`src/hdl/assert_macros.svh`:
```
// ---------------------------------------------------------------------------
// Assertion macros
// Clocked concurrent assertion helpers shared by the design files.
// ---------------------------------------------------------------------------
`ifndef ASSERT_MACROS_SVH
`define ASSERT_MACROS_SVH

// Property must hold at every rising edge outside reset.
`define ASSERT_CLK(lbl, clk, rst_n, prop, msg) \
    lbl: assert property (@(posedge clk) disable iff (!rst_n) (prop)) else $error(msg);

// Expression must never be true at a rising edge outside reset.
`define ASSERT_NEVER(lbl, clk, rst_n, expr, msg) \
    `ASSERT_CLK(lbl, clk, rst_n, !(expr), msg)

`endif

```
`src/hdl/phsac_pkg.sv`:
```
// ---------------------------------------------------------------------------
// phsac_pkg
// Shared types, constants and helpers of the pH sample average/classify unit.
// ---------------------------------------------------------------------------
package phsac_pkg;

    // averaging window (2..16)
    localparam int WINDOW   = 6;

    localparam int ADC_W    = 12;
    localparam int VOLT_W   = 18;
    localparam int SAMPLE_W = 16;
    localparam int PH_W     = 12;
    localparam int LIMIT_W  = 12;
    localparam int BAND_W   = 3;
    localparam int REG_IDX_W = 3;
    localparam int CFG_W    = 18;

    localparam int CNT_W    = (WINDOW > 2) ? $clog2(WINDOW) : 1;
    localparam logic [CNT_W-1:0] CNT_LAST = CNT_W'(WINDOW - 1);

    // signed window sum
    localparam int SUM_W    = SAMPLE_W + $clog2(WINDOW);

    // divide by WINDOW: floor reciprocal, one correction step
    localparam int RECIP_W  = SUM_W;
    localparam logic [RECIP_W-1:0] DIV_RECIP = RECIP_W'((64'd1 << SUM_W) / WINDOW);
    localparam logic [SUM_W-1:0]   WIN_CONST = SUM_W'(WINDOW);

    // volts = adc * round(3.3 * 2^16) >> 12
    localparam int VPROD_W  = ADC_W + VOLT_W;
    localparam logic [VPROD_W-1:0] VOLT_SCALE = VPROD_W'(216269);

    // Q8.8 slope times Q16 volts difference
    localparam int FRAC_SHIFT = 16;
    localparam int PROD_W   = SAMPLE_W + VOLT_W + 1;
    localparam int CAL_W    = PROD_W - FRAC_SHIFT + 1;
    localparam logic signed [CAL_W-1:0] CAL_HI = CAL_W'(32767);
    localparam logic signed [CAL_W-1:0] CAL_LO = -CAL_W'(32768);

    localparam logic [PH_W-1:0] PH_MAX_Q8 = PH_W'(3584);
    localparam logic [PH_W-1:0] PH_BAD_Q8 = PH_W'(2534);

    // register reset values
    localparam logic [SAMPLE_W-1:0] SLOPE_RST       = 16'hFB00;
    localparam logic [VOLT_W-1:0]   VOLT_OFFSET_RST = VOLT_W'(131072);
    localparam logic [SAMPLE_W-1:0] PH_OFFSET_RST   = SAMPLE_W'(1792);
    localparam logic [LIMIT_W-1:0]  SACID_RST       = LIMIT_W'(768);
    localparam logic [LIMIT_W-1:0]  ACID_RST        = LIMIT_W'(1536);
    localparam logic [LIMIT_W-1:0]  BASE_RST        = LIMIT_W'(2048);
    localparam logic [LIMIT_W-1:0]  SBASE_RST       = LIMIT_W'(2816);

    typedef enum logic [REG_IDX_W-1:0] {
        REG_SLOPE             = 3'd0,
        REG_VOLT_OFFSET       = 3'd1,
        REG_PH_OFFSET         = 3'd2,
        REG_STRONG_ACID_LIMIT = 3'd3,
        REG_ACID_LIMIT        = 3'd4,
        REG_BASE_LIMIT        = 3'd5,
        REG_STRONG_BASE_LIMIT = 3'd6
    } reg_index_t;

    localparam logic [BAND_W-1:0] BAND_STRONG_ACID = 3'd0;
    localparam logic [BAND_W-1:0] BAND_ACID        = 3'd1;
    localparam logic [BAND_W-1:0] BAND_NEUTRAL     = 3'd2;
    localparam logic [BAND_W-1:0] BAND_BASE        = 3'd3;
    localparam logic [BAND_W-1:0] BAND_STRONG_BASE = 3'd4;

    typedef enum logic [2:0] {
        ST_IDLE,
        ST_PROD,
        ST_CAL,
        ST_DIV,
        ST_FIX
    } state_t;

    // ring status handed from the cell row to the divider and value select
    typedef struct packed {
        logic signed [SUM_W-1:0]    sum;
        logic signed [SAMPLE_W-1:0] head;
        logic                       warm;
    } ring_status_t;

    // strong base wins, then base, acid, strong acid, else neutral
    function automatic logic [BAND_W-1:0] classify(
        input logic [PH_W-1:0]    p,
        input logic [LIMIT_W-1:0] sacid,
        input logic [LIMIT_W-1:0] acid,
        input logic [LIMIT_W-1:0] base,
        input logic [LIMIT_W-1:0] sbase
    );
        logic [BAND_W-1:0] b;
        if (p >= sbase)
            b = BAND_STRONG_BASE;
        else if (p > base)
            b = BAND_BASE;
        else if (p > sacid && p < acid)
            b = BAND_ACID;
        else if (p <= sacid)
            b = BAND_STRONG_ACID;
        else
            b = BAND_NEUTRAL;
        return b;
    endfunction

endpackage

```
`src/hdl/phsac_cell.sv`:
```
// ---------------------------------------------------------------------------
// phsac_cell
// One window slot: holds a calibrated sample, takes its left neighbor's on shift.
// ---------------------------------------------------------------------------
module phsac_cell (
    input  logic                                   clk,
    input  logic                                   shift,
    input  logic signed [phsac_pkg::SAMPLE_W-1:0]  d,
    output logic signed [phsac_pkg::SAMPLE_W-1:0]  q
);

    logic signed [phsac_pkg::SAMPLE_W-1:0] val_reg;

    always_ff @(posedge clk)
    begin
        if (shift)
            val_reg <= d;
    end

    assign q = val_reg;

endmodule

```
`src/hdl/phsac_ring.sv`:
```
// ---------------------------------------------------------------------------
// phsac_ring
// Row of window cells with running sum and warm-up tracking.
// ---------------------------------------------------------------------------
`include "assert_macros.svh"

module phsac_ring (
    input  logic                                   clk,
    input  logic                                   rst_n,
    input  logic                                   shift,
    input  logic signed [phsac_pkg::SAMPLE_W-1:0]  sample,
    output phsac_pkg::ring_status_t                status
);

    logic signed [phsac_pkg::SAMPLE_W-1:0] tap [phsac_pkg::WINDOW];

    logic signed [phsac_pkg::SUM_W-1:0] sum_reg;
    logic signed [phsac_pkg::SUM_W-1:0] sum_next;
    logic signed [phsac_pkg::SUM_W-1:0] add_term;
    logic signed [phsac_pkg::SUM_W-1:0] sub_term;
    logic [phsac_pkg::CNT_W-1:0]        cnt_reg;
    logic                               warm_reg;

    // cell 0 takes the new sample, the last cell holds the oldest one
    for (genvar i = 0; i < phsac_pkg::WINDOW; i++)
    begin : g_cell
        if (i == 0)
        begin : g_head
            phsac_cell u_cell (
                .clk   (clk),
                .shift (shift),
                .d     (sample),
                .q     (tap[i])
            );
        end
        else
        begin : g_body
            phsac_cell u_cell (
                .clk   (clk),
                .shift (shift),
                .d     (tap[i-1]),
                .q     (tap[i])
            );
        end
    end

    always_comb
    begin
        add_term = {{(phsac_pkg::SUM_W - phsac_pkg::SAMPLE_W){sample[phsac_pkg::SAMPLE_W-1]}},
                    sample};
        // oldest sample only leaves once the window is full
        if (warm_reg)
            sub_term = {{(phsac_pkg::SUM_W - phsac_pkg::SAMPLE_W)
                        {tap[phsac_pkg::WINDOW-1][phsac_pkg::SAMPLE_W-1]}},
                        tap[phsac_pkg::WINDOW-1]};
        else
            sub_term = '0;
        sum_next = sum_reg + add_term - sub_term;
    end

    always_ff @(posedge clk or negedge rst_n)
    begin
        if (!rst_n)
        begin
            sum_reg  <= '0;
            cnt_reg  <= '0;
            warm_reg <= 1'b0;
        end
        else if (shift)
        begin
            sum_reg <= sum_next;
            if (!warm_reg)
            begin
                if (cnt_reg == phsac_pkg::CNT_LAST)
                begin
                    cnt_reg  <= '0;
                    warm_reg <= 1'b1;
                end
                else
                begin
                    cnt_reg <= cnt_reg + 1'b1;
                end
            end
        end
    end

    assign status.sum  = sum_reg;
    assign status.head = tap[0];
    assign status.warm = warm_reg;

    `ASSERT_CLK(a_warm_sticky, clk, rst_n, warm_reg |=> warm_reg, "warm flag dropped")
    `ASSERT_CLK(a_warm_on_fill, clk, rst_n, (shift && !warm_reg && cnt_reg == phsac_pkg::CNT_LAST) |=> warm_reg, "window full but warm not set")
    `ASSERT_NEVER(a_cnt_range, clk, rst_n, cnt_reg > phsac_pkg::CNT_LAST, "fill count past window")

endmodule

```
`src/hdl/ph_sample_average_classify_unit.sv`:
```
// ---------------------------------------------------------------------------
// ph_sample_average_classify_unit
// ADC sample to calibrated Q8 pH, moving average over the window (the fresh
// sample until it is full), range check and five-band classification.
// ---------------------------------------------------------------------------
// Steps of a word, in order: volts on accept, calibrate multiply, cell shift,
//   divide multiply, correction/classify into the output register; the last
//   step waits while the output register holds a stalled result.
// The single sequencer runs one word at a time and takes the next one while
//   the last result waits downstream.
// Reset: async active low; config registers go to their defaults, the sum,
//   fill count and warm flag clear. Cell contents are not reset.
`include "assert_macros.svh"

module ph_sample_average_classify_unit (
    input  logic                                   clk,
    input  logic                                   rst_n,

    // input word
    input  logic                                   in_valid,
    output logic                                   in_stall,
    input  logic [phsac_pkg::ADC_W-1:0]            adc_sample,

    // result word
    output logic                                   out_valid,
    input  logic                                   out_stall,
    output logic [phsac_pkg::PH_W-1:0]             ph_value,
    output logic [phsac_pkg::BAND_W-1:0]           band,
    output logic                                   out_of_range,
    output logic                                   averaged,

    // config write port
    input  logic                                   cfg_we,
    input  logic [phsac_pkg::REG_IDX_W-1:0]        cfg_index,
    input  logic [phsac_pkg::CFG_W-1:0]            cfg_data
);

    // -----------------------------------------------------------------------
    // Config registers
    // -----------------------------------------------------------------------
    logic signed [phsac_pkg::SAMPLE_W-1:0] slope_reg;
    logic [phsac_pkg::VOLT_W-1:0]          voff_reg;
    logic signed [phsac_pkg::SAMPLE_W-1:0] phoff_reg;
    logic [phsac_pkg::LIMIT_W-1:0]         sacid_reg;
    logic [phsac_pkg::LIMIT_W-1:0]         acid_reg;
    logic [phsac_pkg::LIMIT_W-1:0]         base_reg;
    logic [phsac_pkg::LIMIT_W-1:0]         sbase_reg;

    always_ff @(posedge clk or negedge rst_n)
    begin
        if (!rst_n)
        begin
            slope_reg <= phsac_pkg::SLOPE_RST;
            voff_reg  <= phsac_pkg::VOLT_OFFSET_RST;
            phoff_reg <= phsac_pkg::PH_OFFSET_RST;
            sacid_reg <= phsac_pkg::SACID_RST;
            acid_reg  <= phsac_pkg::ACID_RST;
            base_reg  <= phsac_pkg::BASE_RST;
            sbase_reg <= phsac_pkg::SBASE_RST;
        end
        else if (cfg_we)
        begin
            // indexes past the list are dropped
            unique case (cfg_index)
                phsac_pkg::REG_SLOPE:
                    slope_reg <= cfg_data[phsac_pkg::SAMPLE_W-1:0];
                phsac_pkg::REG_VOLT_OFFSET:
                    voff_reg <= cfg_data[phsac_pkg::VOLT_W-1:0];
                phsac_pkg::REG_PH_OFFSET:
                    phoff_reg <= cfg_data[phsac_pkg::SAMPLE_W-1:0];
                phsac_pkg::REG_STRONG_ACID_LIMIT:
                    sacid_reg <= cfg_data[phsac_pkg::LIMIT_W-1:0];
                phsac_pkg::REG_ACID_LIMIT:
                    acid_reg <= cfg_data[phsac_pkg::LIMIT_W-1:0];
                phsac_pkg::REG_BASE_LIMIT:
                    base_reg <= cfg_data[phsac_pkg::LIMIT_W-1:0];
                phsac_pkg::REG_STRONG_BASE_LIMIT:
                    sbase_reg <= cfg_data[phsac_pkg::LIMIT_W-1:0];
                default:
                    ;
            endcase
        end
    end

    // -----------------------------------------------------------------------
    // Sequencer
    // -----------------------------------------------------------------------
    phsac_pkg::state_t state_reg;
    phsac_pkg::state_t state_next;

    logic in_take;
    logic out_load;
    logic shift_en;
    logic out_valid_reg;

    assign in_take = in_valid && !in_stall;

    always_comb
    begin
        state_next = state_reg;
        unique case (state_reg)
            phsac_pkg::ST_IDLE:
                if (in_valid)
                    state_next = phsac_pkg::ST_PROD;
            phsac_pkg::ST_PROD:
                state_next = phsac_pkg::ST_CAL;
            phsac_pkg::ST_CAL:
                state_next = phsac_pkg::ST_DIV;
            phsac_pkg::ST_DIV:
                state_next = phsac_pkg::ST_FIX;
            phsac_pkg::ST_FIX:
                // hold until the output register is free
                if (!out_valid_reg || !out_stall)
                    state_next = phsac_pkg::ST_IDLE;
            default:
                state_next = phsac_pkg::ST_IDLE;
        endcase
    end

    always_comb
    begin
        in_stall = (state_reg != phsac_pkg::ST_IDLE);
        shift_en = (state_reg == phsac_pkg::ST_CAL);
        out_load = (state_reg == phsac_pkg::ST_FIX) && (!out_valid_reg || !out_stall);
    end

    always_ff @(posedge clk or negedge rst_n)
    begin
        if (!rst_n)
            state_reg <= phsac_pkg::ST_IDLE;
        else
            state_reg <= state_next;
    end

    // -----------------------------------------------------------------------
    // Volts: registered straight from the accepted word
    // -----------------------------------------------------------------------
    logic [phsac_pkg::VPROD_W-1:0] vprod;
    logic [phsac_pkg::VOLT_W-1:0]  volts_reg;

    assign vprod = phsac_pkg::VPROD_W'(adc_sample) * phsac_pkg::VOLT_SCALE;

    always_ff @(posedge clk)
    begin
        if (in_take)
            volts_reg <= vprod[phsac_pkg::VPROD_W-1:phsac_pkg::ADC_W];
    end

    // -----------------------------------------------------------------------
    // Calibration product: slope * (v - volt_offset)
    // -----------------------------------------------------------------------
    logic signed [phsac_pkg::VOLT_W:0]   vdiff;
    logic signed [phsac_pkg::PROD_W-1:0] slope_ext;
    logic signed [phsac_pkg::PROD_W-1:0] vdiff_ext;
    logic signed [phsac_pkg::PROD_W-1:0] prod_next;
    logic signed [phsac_pkg::PROD_W-1:0] prod_reg;

    always_comb
    begin
        vdiff     = $signed({1'b0, volts_reg}) - $signed({1'b0, voff_reg});
        slope_ext = {{(phsac_pkg::PROD_W - phsac_pkg::SAMPLE_W){slope_reg[phsac_pkg::SAMPLE_W-1]}},
                     slope_reg};
        vdiff_ext = {{(phsac_pkg::PROD_W - phsac_pkg::VOLT_W - 1){vdiff[phsac_pkg::VOLT_W]}},
                     vdiff};
        prod_next = slope_ext * vdiff_ext;
    end

    always_ff @(posedge clk)
    begin
        if (state_reg == phsac_pkg::ST_PROD)
            prod_reg <= prod_next;
    end

    // -----------------------------------------------------------------------
    // Q24 -> Q8 floor shift, add pH offset, clamp to 16 bits signed
    // -----------------------------------------------------------------------
    logic signed [phsac_pkg::CAL_W-1:0]    cal_wide;
    logic signed [phsac_pkg::SAMPLE_W-1:0] cal_sample;

    always_comb
    begin
        cal_wide = {prod_reg[phsac_pkg::PROD_W-1], prod_reg[phsac_pkg::PROD_W-1:phsac_pkg::FRAC_SHIFT]}
                 + {{(phsac_pkg::CAL_W - phsac_pkg::SAMPLE_W){phoff_reg[phsac_pkg::SAMPLE_W-1]}},
                    phoff_reg};
        if (cal_wide > phsac_pkg::CAL_HI)
            cal_sample = phsac_pkg::CAL_HI[phsac_pkg::SAMPLE_W-1:0];
        else if (cal_wide < phsac_pkg::CAL_LO)
            cal_sample = phsac_pkg::CAL_LO[phsac_pkg::SAMPLE_W-1:0];
        else
            cal_sample = cal_wide[phsac_pkg::SAMPLE_W-1:0];
    end

    // -----------------------------------------------------------------------
    // Window cells
    // -----------------------------------------------------------------------
    phsac_pkg::ring_status_t ring_st;

    phsac_ring u_ring (
        .clk    (clk),
        .rst_n  (rst_n),
        .shift  (shift_en),
        .sample (cal_sample),
        .status (ring_st)
    );

    // -----------------------------------------------------------------------
    // Sum / WINDOW toward zero: magnitude times floor reciprocal, then one
    // correction step (estimate is low by at most one)
    // -----------------------------------------------------------------------
    logic                                           neg_next;
    logic [phsac_pkg::SUM_W-1:0]                    mag_next;
    logic [phsac_pkg::SUM_W+phsac_pkg::RECIP_W-1:0] qprod;
    logic                                           neg_reg;
    logic [phsac_pkg::SUM_W-1:0]                    mag_reg;
    logic [phsac_pkg::SUM_W-1:0]                    q0_reg;

    always_comb
    begin
        neg_next = ring_st.sum[phsac_pkg::SUM_W-1];
        mag_next = neg_next ? phsac_pkg::SUM_W'(-ring_st.sum) : phsac_pkg::SUM_W'(ring_st.sum);
        qprod    = (phsac_pkg::SUM_W + phsac_pkg::RECIP_W)'(mag_next)
                 * (phsac_pkg::SUM_W + phsac_pkg::RECIP_W)'(phsac_pkg::DIV_RECIP);
    end

    always_ff @(posedge clk)
    begin
        if (state_reg == phsac_pkg::ST_DIV)
        begin
            neg_reg <= neg_next;
            mag_reg <= mag_next;
            q0_reg  <= qprod[phsac_pkg::SUM_W+phsac_pkg::RECIP_W-1:phsac_pkg::RECIP_W];
        end
    end

    // -----------------------------------------------------------------------
    // Correction, value select, range check, band
    // -----------------------------------------------------------------------
    logic [phsac_pkg::SUM_W-1:0]     rem;
    logic [phsac_pkg::SUM_W-1:0]     quot;
    logic signed [phsac_pkg::SUM_W:0] value;
    logic                             bad;
    logic [phsac_pkg::PH_W-1:0]       reported;
    logic [phsac_pkg::BAND_W-1:0]     band_next;

    always_comb
    begin
        rem  = mag_reg - q0_reg * phsac_pkg::WIN_CONST;
        quot = (rem >= phsac_pkg::WIN_CONST) ? q0_reg + 1'b1 : q0_reg;

        // average once the window is full, else the fresh sample
        if (ring_st.warm)
            value = neg_reg ? -$signed({1'b0, quot}) : $signed({1'b0, quot});
        else
            value = {{(phsac_pkg::SUM_W + 1 - phsac_pkg::SAMPLE_W){ring_st.head[phsac_pkg::SAMPLE_W-1]}},
                     ring_st.head};

        bad = value[phsac_pkg::SUM_W]
           || (value[phsac_pkg::SUM_W-1:0] > phsac_pkg::SUM_W'(phsac_pkg::PH_MAX_Q8));
        reported  = bad ? phsac_pkg::PH_BAD_Q8 : value[phsac_pkg::PH_W-1:0];
        band_next = phsac_pkg::classify(reported, sacid_reg, acid_reg, base_reg, sbase_reg);
    end

    // -----------------------------------------------------------------------
    // Output register
    // -----------------------------------------------------------------------
    logic [phsac_pkg::PH_W-1:0]   ph_value_reg;
    logic [phsac_pkg::BAND_W-1:0] band_reg;
    logic                         oor_reg;
    logic                         avg_reg;

    always_ff @(posedge clk or negedge rst_n)
    begin
        if (!rst_n)
            out_valid_reg <= 1'b0;
        else if (out_load)
            out_valid_reg <= 1'b1;
        else if (!out_stall)
            out_valid_reg <= 1'b0;
    end

    always_ff @(posedge clk)
    begin
        if (out_load)
        begin
            ph_value_reg <= reported;
            band_reg     <= band_next;
            oor_reg      <= bad;
            avg_reg      <= ring_st.warm;
        end
    end

    assign out_valid    = out_valid_reg;
    assign ph_value     = ph_value_reg;
    assign band         = band_reg;
    assign out_of_range = oor_reg;
    assign averaged     = avg_reg;

    // -----------------------------------------------------------------------
    // Checks
    // -----------------------------------------------------------------------
    `ASSERT_CLK(a_accept_starts, clk, rst_n, in_take |=> (state_reg == phsac_pkg::ST_PROD), "accepted word did not start the sequence")
    `ASSERT_CLK(a_fix_holds, clk, rst_n, (state_reg == phsac_pkg::ST_FIX && out_valid_reg && out_stall) |=> (state_reg == phsac_pkg::ST_FIX), "result left while output was full")
    `ASSERT_NEVER(a_bad_value, clk, rst_n, out_valid && out_of_range && (ph_value != phsac_pkg::PH_BAD_Q8), "out of range word without substitute value")

endmodule
```
`config.mk`:
```
export PLATFORM = sky130hd
export DESIGN_NAME = ph_sample_average_classify_unit
export DESIGN_NICKNAME = d
export VERILOG_FILES = /design/src/hdl/phsac_pkg.sv /design/src/hdl/phsac_cell.sv /design/src/hdl/phsac_ring.sv /design/src/hdl/ph_sample_average_classify_unit.sv
export VERILOG_INCLUDE_DIRS = /design/src /design/src/hdl
export SDC_FILE = /design/constraint.sdc
export NUM_CORES = 2
export LEC_CHECK = 0
export ABC_AREA = 1
export BUFFER_PORTS_ARGS = -buffer_cell sky130_fd_sc_hd__buf_2
export CORE_ASPECT_RATIO = 1.2
export CORE_UTILIZATION = 30
export CTS_CLUSTER_SIZE = 25
export DETAILED_ROUTE_END_ITERATION = 8
export GPL_TIMING_DRIVEN = 0
export HOLD_SLACK_MARGIN = 0.1
export SLEW_MARGIN = 15
export SYNTH_ARGS = -nofsm -noshare
export SYNTH_HDL_FRONTEND = slang
export SYNTH_HIERARCHICAL = 1
export SYNTH_SLANG_ARGS = --single-unit
export TNS_END_PERCENT = 10
```
`constraint.sdc`:
```
create_clock -name clk -period 18.28 [get_ports clk]
set_input_delay 1.828 -clock clk [delete_from_list [all_inputs] [get_ports clk]]
set_output_delay 1.828 -clock clk [all_outputs]
set_load 0.005 [all_outputs]
```
==> implementation parameters <==
Parameter                              Value

Route
  Detailed router's first-iteration violation count ... around 1600
  Count of vias placed by the detailed router ... 28000
  Detailed-routing iteration count for the pre-antenna-repair pass ... 7
  Total wirelength of the detailed-routed design ... 93600 microns
  Wire length per cell after detailed routing ... 15.3 microns
  Final routed DRC violation total ... 0
  Number of nets still failing antenna checks after routing ... 0
  Vias per inst ... 4.58

Job
  Number of violations of the max-capacitance limit ... 0

STA
  Sum of negative setup slack ... 0 ns
  Slew HR ... 12.4%
  Final clock skew ... approximately 0.033 ns
  Fin crit period ... slightly above 10 ns
  Part of the cycle the worst path needs ... 56.7%
  RSZ-0062 raised after global routing ... false
  Transition time at the pin with the least slew margin ... 1.30 ns
  Hold Vio Cnt, Final ... 0
  Final Setup Violations ... 0
  Top achievable clock speed ... 96.4 MHz
  Max-slew violation count ... 0

Critical path
  Library cell appearing most often on the critical path ... sky130_fd_sc_hd__nand2_1
  Worst setup EP type ... flip-flop
  Length in cells of the worst reg-to-reg path ... 50
  CP Class ... reg2reg
  Required time reported for the critical path endpoint ... between 15 and 20 ns
  Maximum single-stage delay on the critical path ... approximately 0.54 ns
  Reg2reg start ... voff_reg[3]$_DFFE_PN0P_
  Data arrival time of the critical path ... about 11 ns
  Startpoint class of the critical path ... flip-flop
  FF-to-FF End ... prod_reg[34]$_DFFE_PP_
  Setup slack, reg-to-reg ... slightly below 8 ns
  Cell type of the slowest stage on the worst timing path ... sky130_fd_sc_hd__fa_1
  Maximum fanout along the worst path ... 10

Cells and area
  Final nets ... 5413
  Fill count ... 13000
  Most common cell after layout, fill and taps aside ... sky130_fd_sc_hd__inv_1
  Max FFs per register ... 80
  Final Instance Count excl. Fillers ... 6116
  Multi-input gate area ... 0.0249 sq mm
  P&R area growth vs syn ... 10.2%
  Storage element area ... 0.00877 sq mm
  Layout cells sized above 1 ... 5.83%
  Commonest cells after routing, fill and taps aside ... sky130_fd_sc_hd__inv_1, sky130_fd_sc_hd__nand2_1, sky130_fd_sc_hd__fa_1, sky130_fd_sc_hd__ha_1, sky130_fd_sc_hd__nor2_1

Yosys
  Primary flip-flop cell chosen by synthesis mapping ... sky130_fd_sc_hd__edfxtp_1
  Number of enable-type register cells in the synthesized netlist ... between 150 and 200
  Synthesized area per cell ... 8.77 sq um
  Compound-Gate Fraction of Synth Area ... 6.10%
  Proportion of synthesized area in mux cells ... 0%
  Share of synthesized area occupied by flip-flops and latches ... 23.1%
  Synth cell types ... 63
  Adder-cell share of the synthesized area ... 40.7%
  Gate count of the mapped netlist ... 4321
  Summed instance area of the synthesized netlist ... 0.0379 sq mm
  Total nets after synthesis ... between 5000 and 6000
  Count of state elements after synthesis ... roughly 310
  Share of flip-flops with an asynchronous set or reset after synthesis ... 40.1%
  Synthesized-area fraction occupied by xor and xnor cells ... 3.22%
  Total number of yosys warnings ... 6
  Dominant combinational cell family by area after synthesis ... adder cells
  Simple-gate portion of the synthesized area ... 15.7%

Min path
  Start point of the worst min-delay path ... u_ring/g_cell[1].g_body.u_cell/q[3]$_DFFE_PP_
  Worst hold stages ... 0
  Hold-critical path endpoint ... u_ring/g_cell[2].g_body.u_cell/q[3]$_DFFE_PP_
  Path type of the worst min-delay path ... reg2reg

CTS
  Hold bufs inserted after CTS ... 0
  Number of clock buffers inserted by TritonCTS ... 36
  Root Buffer Master ... sky130_fd_sc_hd__clkbuf_16
  Resized cells post-CTS ... 0
  CTS tree ... yes
  Number of buffers on the longest clock path ... 3
  Clock-pin slew reported for the worst setup and hold paths after clock tree synthesis ... 0.06 ns
  Setup Buffers After CTS ... 0
  Worst-Skew Late Latency ... between 0.5 and 0.6 ns
  Clk sinks ... 312
  CTS H-tree depth ... 2

Floorplan
  Height of the chip ... 391 microns
  Floorplan core area ... 0.125 sq mm
  Count of pins on the block boundary ... 57
  Cell Rows ... 142
  Die width ... 326 microns
  Starting utilization of the core area ... a little under a third
  Overall die area ... 0.128 sq mm

Place
  Number of cells in the design after placement ... 6050
  Input/output buffers ... 56
  HPWL reported at the end of detailed placement ... 79000 microns
  Placer Congestion ... 0.918

Global route
  Antenna violations before repair ... 13
  All-Layer GR Usage ... 15.0%
  Gr ovfl total ... 0
  Vias in the first global route ... 28800
  Global-route wire length before repair ... 152000 microns
  Maximum number of pins on one net before global-route repair ... approximately 70

Run status
  Run status ... complete, no violations
==> layout make-up <==
type | instances | area share, %
timing repair buffer | 73 | 1.13
antenna | 1 | 0.00599
tap | 1656 | 4.96
inverter | 1037 | 9.33
clock buffer | 44 | 2.35
clock inverter | 21 | 0.716
buffer | 70 | 0.773
multi-input combinational | 2902 | 59.7
sequential | 312 | 21.0
==> through the flow <==
| stage | setup slack [ns] | hold WS, ns | util [%] | cell area, sq um |
|---|---|---|---|---|
| floorplan | 9.67 | 0.400 | - | 37900 |
| global placement | 6.73 | 0.401 | 32.2 | 40200 |
| detailed placement | 7.92 | 0.405 | 32.3 | 40500 |
| CTS | 7.89 | 0.403 | 33.4 | 41700 |
| global route | 7.06 | 0.415 | 33.4 | 41700 |
| finish | 7.91 | 0.404 | 33.4 | 41700 |
==> routing by layer <==
metal / share of wire (%) / GRT usage [%] / vias up
li1: - / - / 13600
met1: 45 / 19.9 / 13700
met2: 47 / 25.5 / 586
met3: 4.9 / 1.89 / 131
met4: 3.1 / 4.60 / 4
met5: 0.029 / 0 / -
==> synth_stat cells (all sizes together), types with 5 or more instances <==
| cell | number | share of area, % |
|---|---|---|
| o31ai | 5 | 0.099 |
| dfstp | 19 | 1.3 |
| o211ai | 6 | 0.12 |
| nand3 | 167 | 2.4 |
| or2 | 23 | 0.38 |
| xor2 | 88 | 2.0 |
| a21oi | 167 | 2.2 |
| clkbuf | 61 | 0.71 |
| nor3 | 22 | 0.32 |
| buf | 9 | 0.14 |
| o21bai | 8 | 0.16 |
| nand4 | 27 | 0.49 |
| inv | 1030 | 10 |
| and2 | 6 | 0.099 |
| clkinv | 7 | 0.073 |
| a31oi | 5 | 0.083 |
| o21a | 5 | 0.099 |
| o21ai | 181 | 2.4 |
| edfxtp | 187 | 15 |
| nor2 | 251 | 2.7 |
| nand2 | 894 | 9.0 |
| a211oi | 6 | 0.12 |
| a21o | 14 | 0.28 |
| xnor2 | 49 | 1.2 |
| dfrtp | 106 | 7.0 |
| ha | 459 | 15 |
| nand3b | 8 | 0.16 |
| fa | 484 | 26 |
==> logic make-up after synthesis <==
kind of cell               Yosys count
AOI/OAI and AO/OA                  420
xor gates and xnor gates           137
adders and majority gates          943
buffers and inverters             1107
DFF                                312
and+or+nand+nor                   1402
==> worst max-delay path by stage <==
stage,from,end,slack [ns],cells after the start
after floorplan,voff_reg[3]$_DFFE_PN0P_,prod_reg[34]$_DFFE_PP_,9.67,50
after global placement,state_reg[0]$_DFFE_PN0P_,u_ring/sum_reg[15]$_DFFE_PN0P_,6.73,4
after detailed placement,voff_reg[3]$_DFFE_PN0P_,prod_reg[34]$_DFFE_PP_,7.92,50
after CTS,voff_reg[3]$_DFFE_PN0P_,prod_reg[34]$_DFFE_PP_,7.89,50
after global routing,voff_reg[3]$_DFFE_PN0P_,prod_reg[34]$_DFFE_PP_,7.06,50
final,voff_reg[3]$_DFFE_PN0P_,prod_reg[34]$_DFFE_PP_,7.91,50
==> critical path: cells and delay by family, from the launching register on <==
family / cells / cell delay (ns)
AND/OR/NAND/NOR: 18 / 1.81
XOR/XNOR: 1 / 0.12
flip-flops: 1 / 0.34
buffers and inverters: 9 / 1.03
AO/OA/AOI/OAI: 14 / 3.06
adder cells (fa/ha/maj): 8 / 3.74
Power is not shown: default switching activity piles up to over one toggle a cycle in this logic, so the estimate is an artifact.
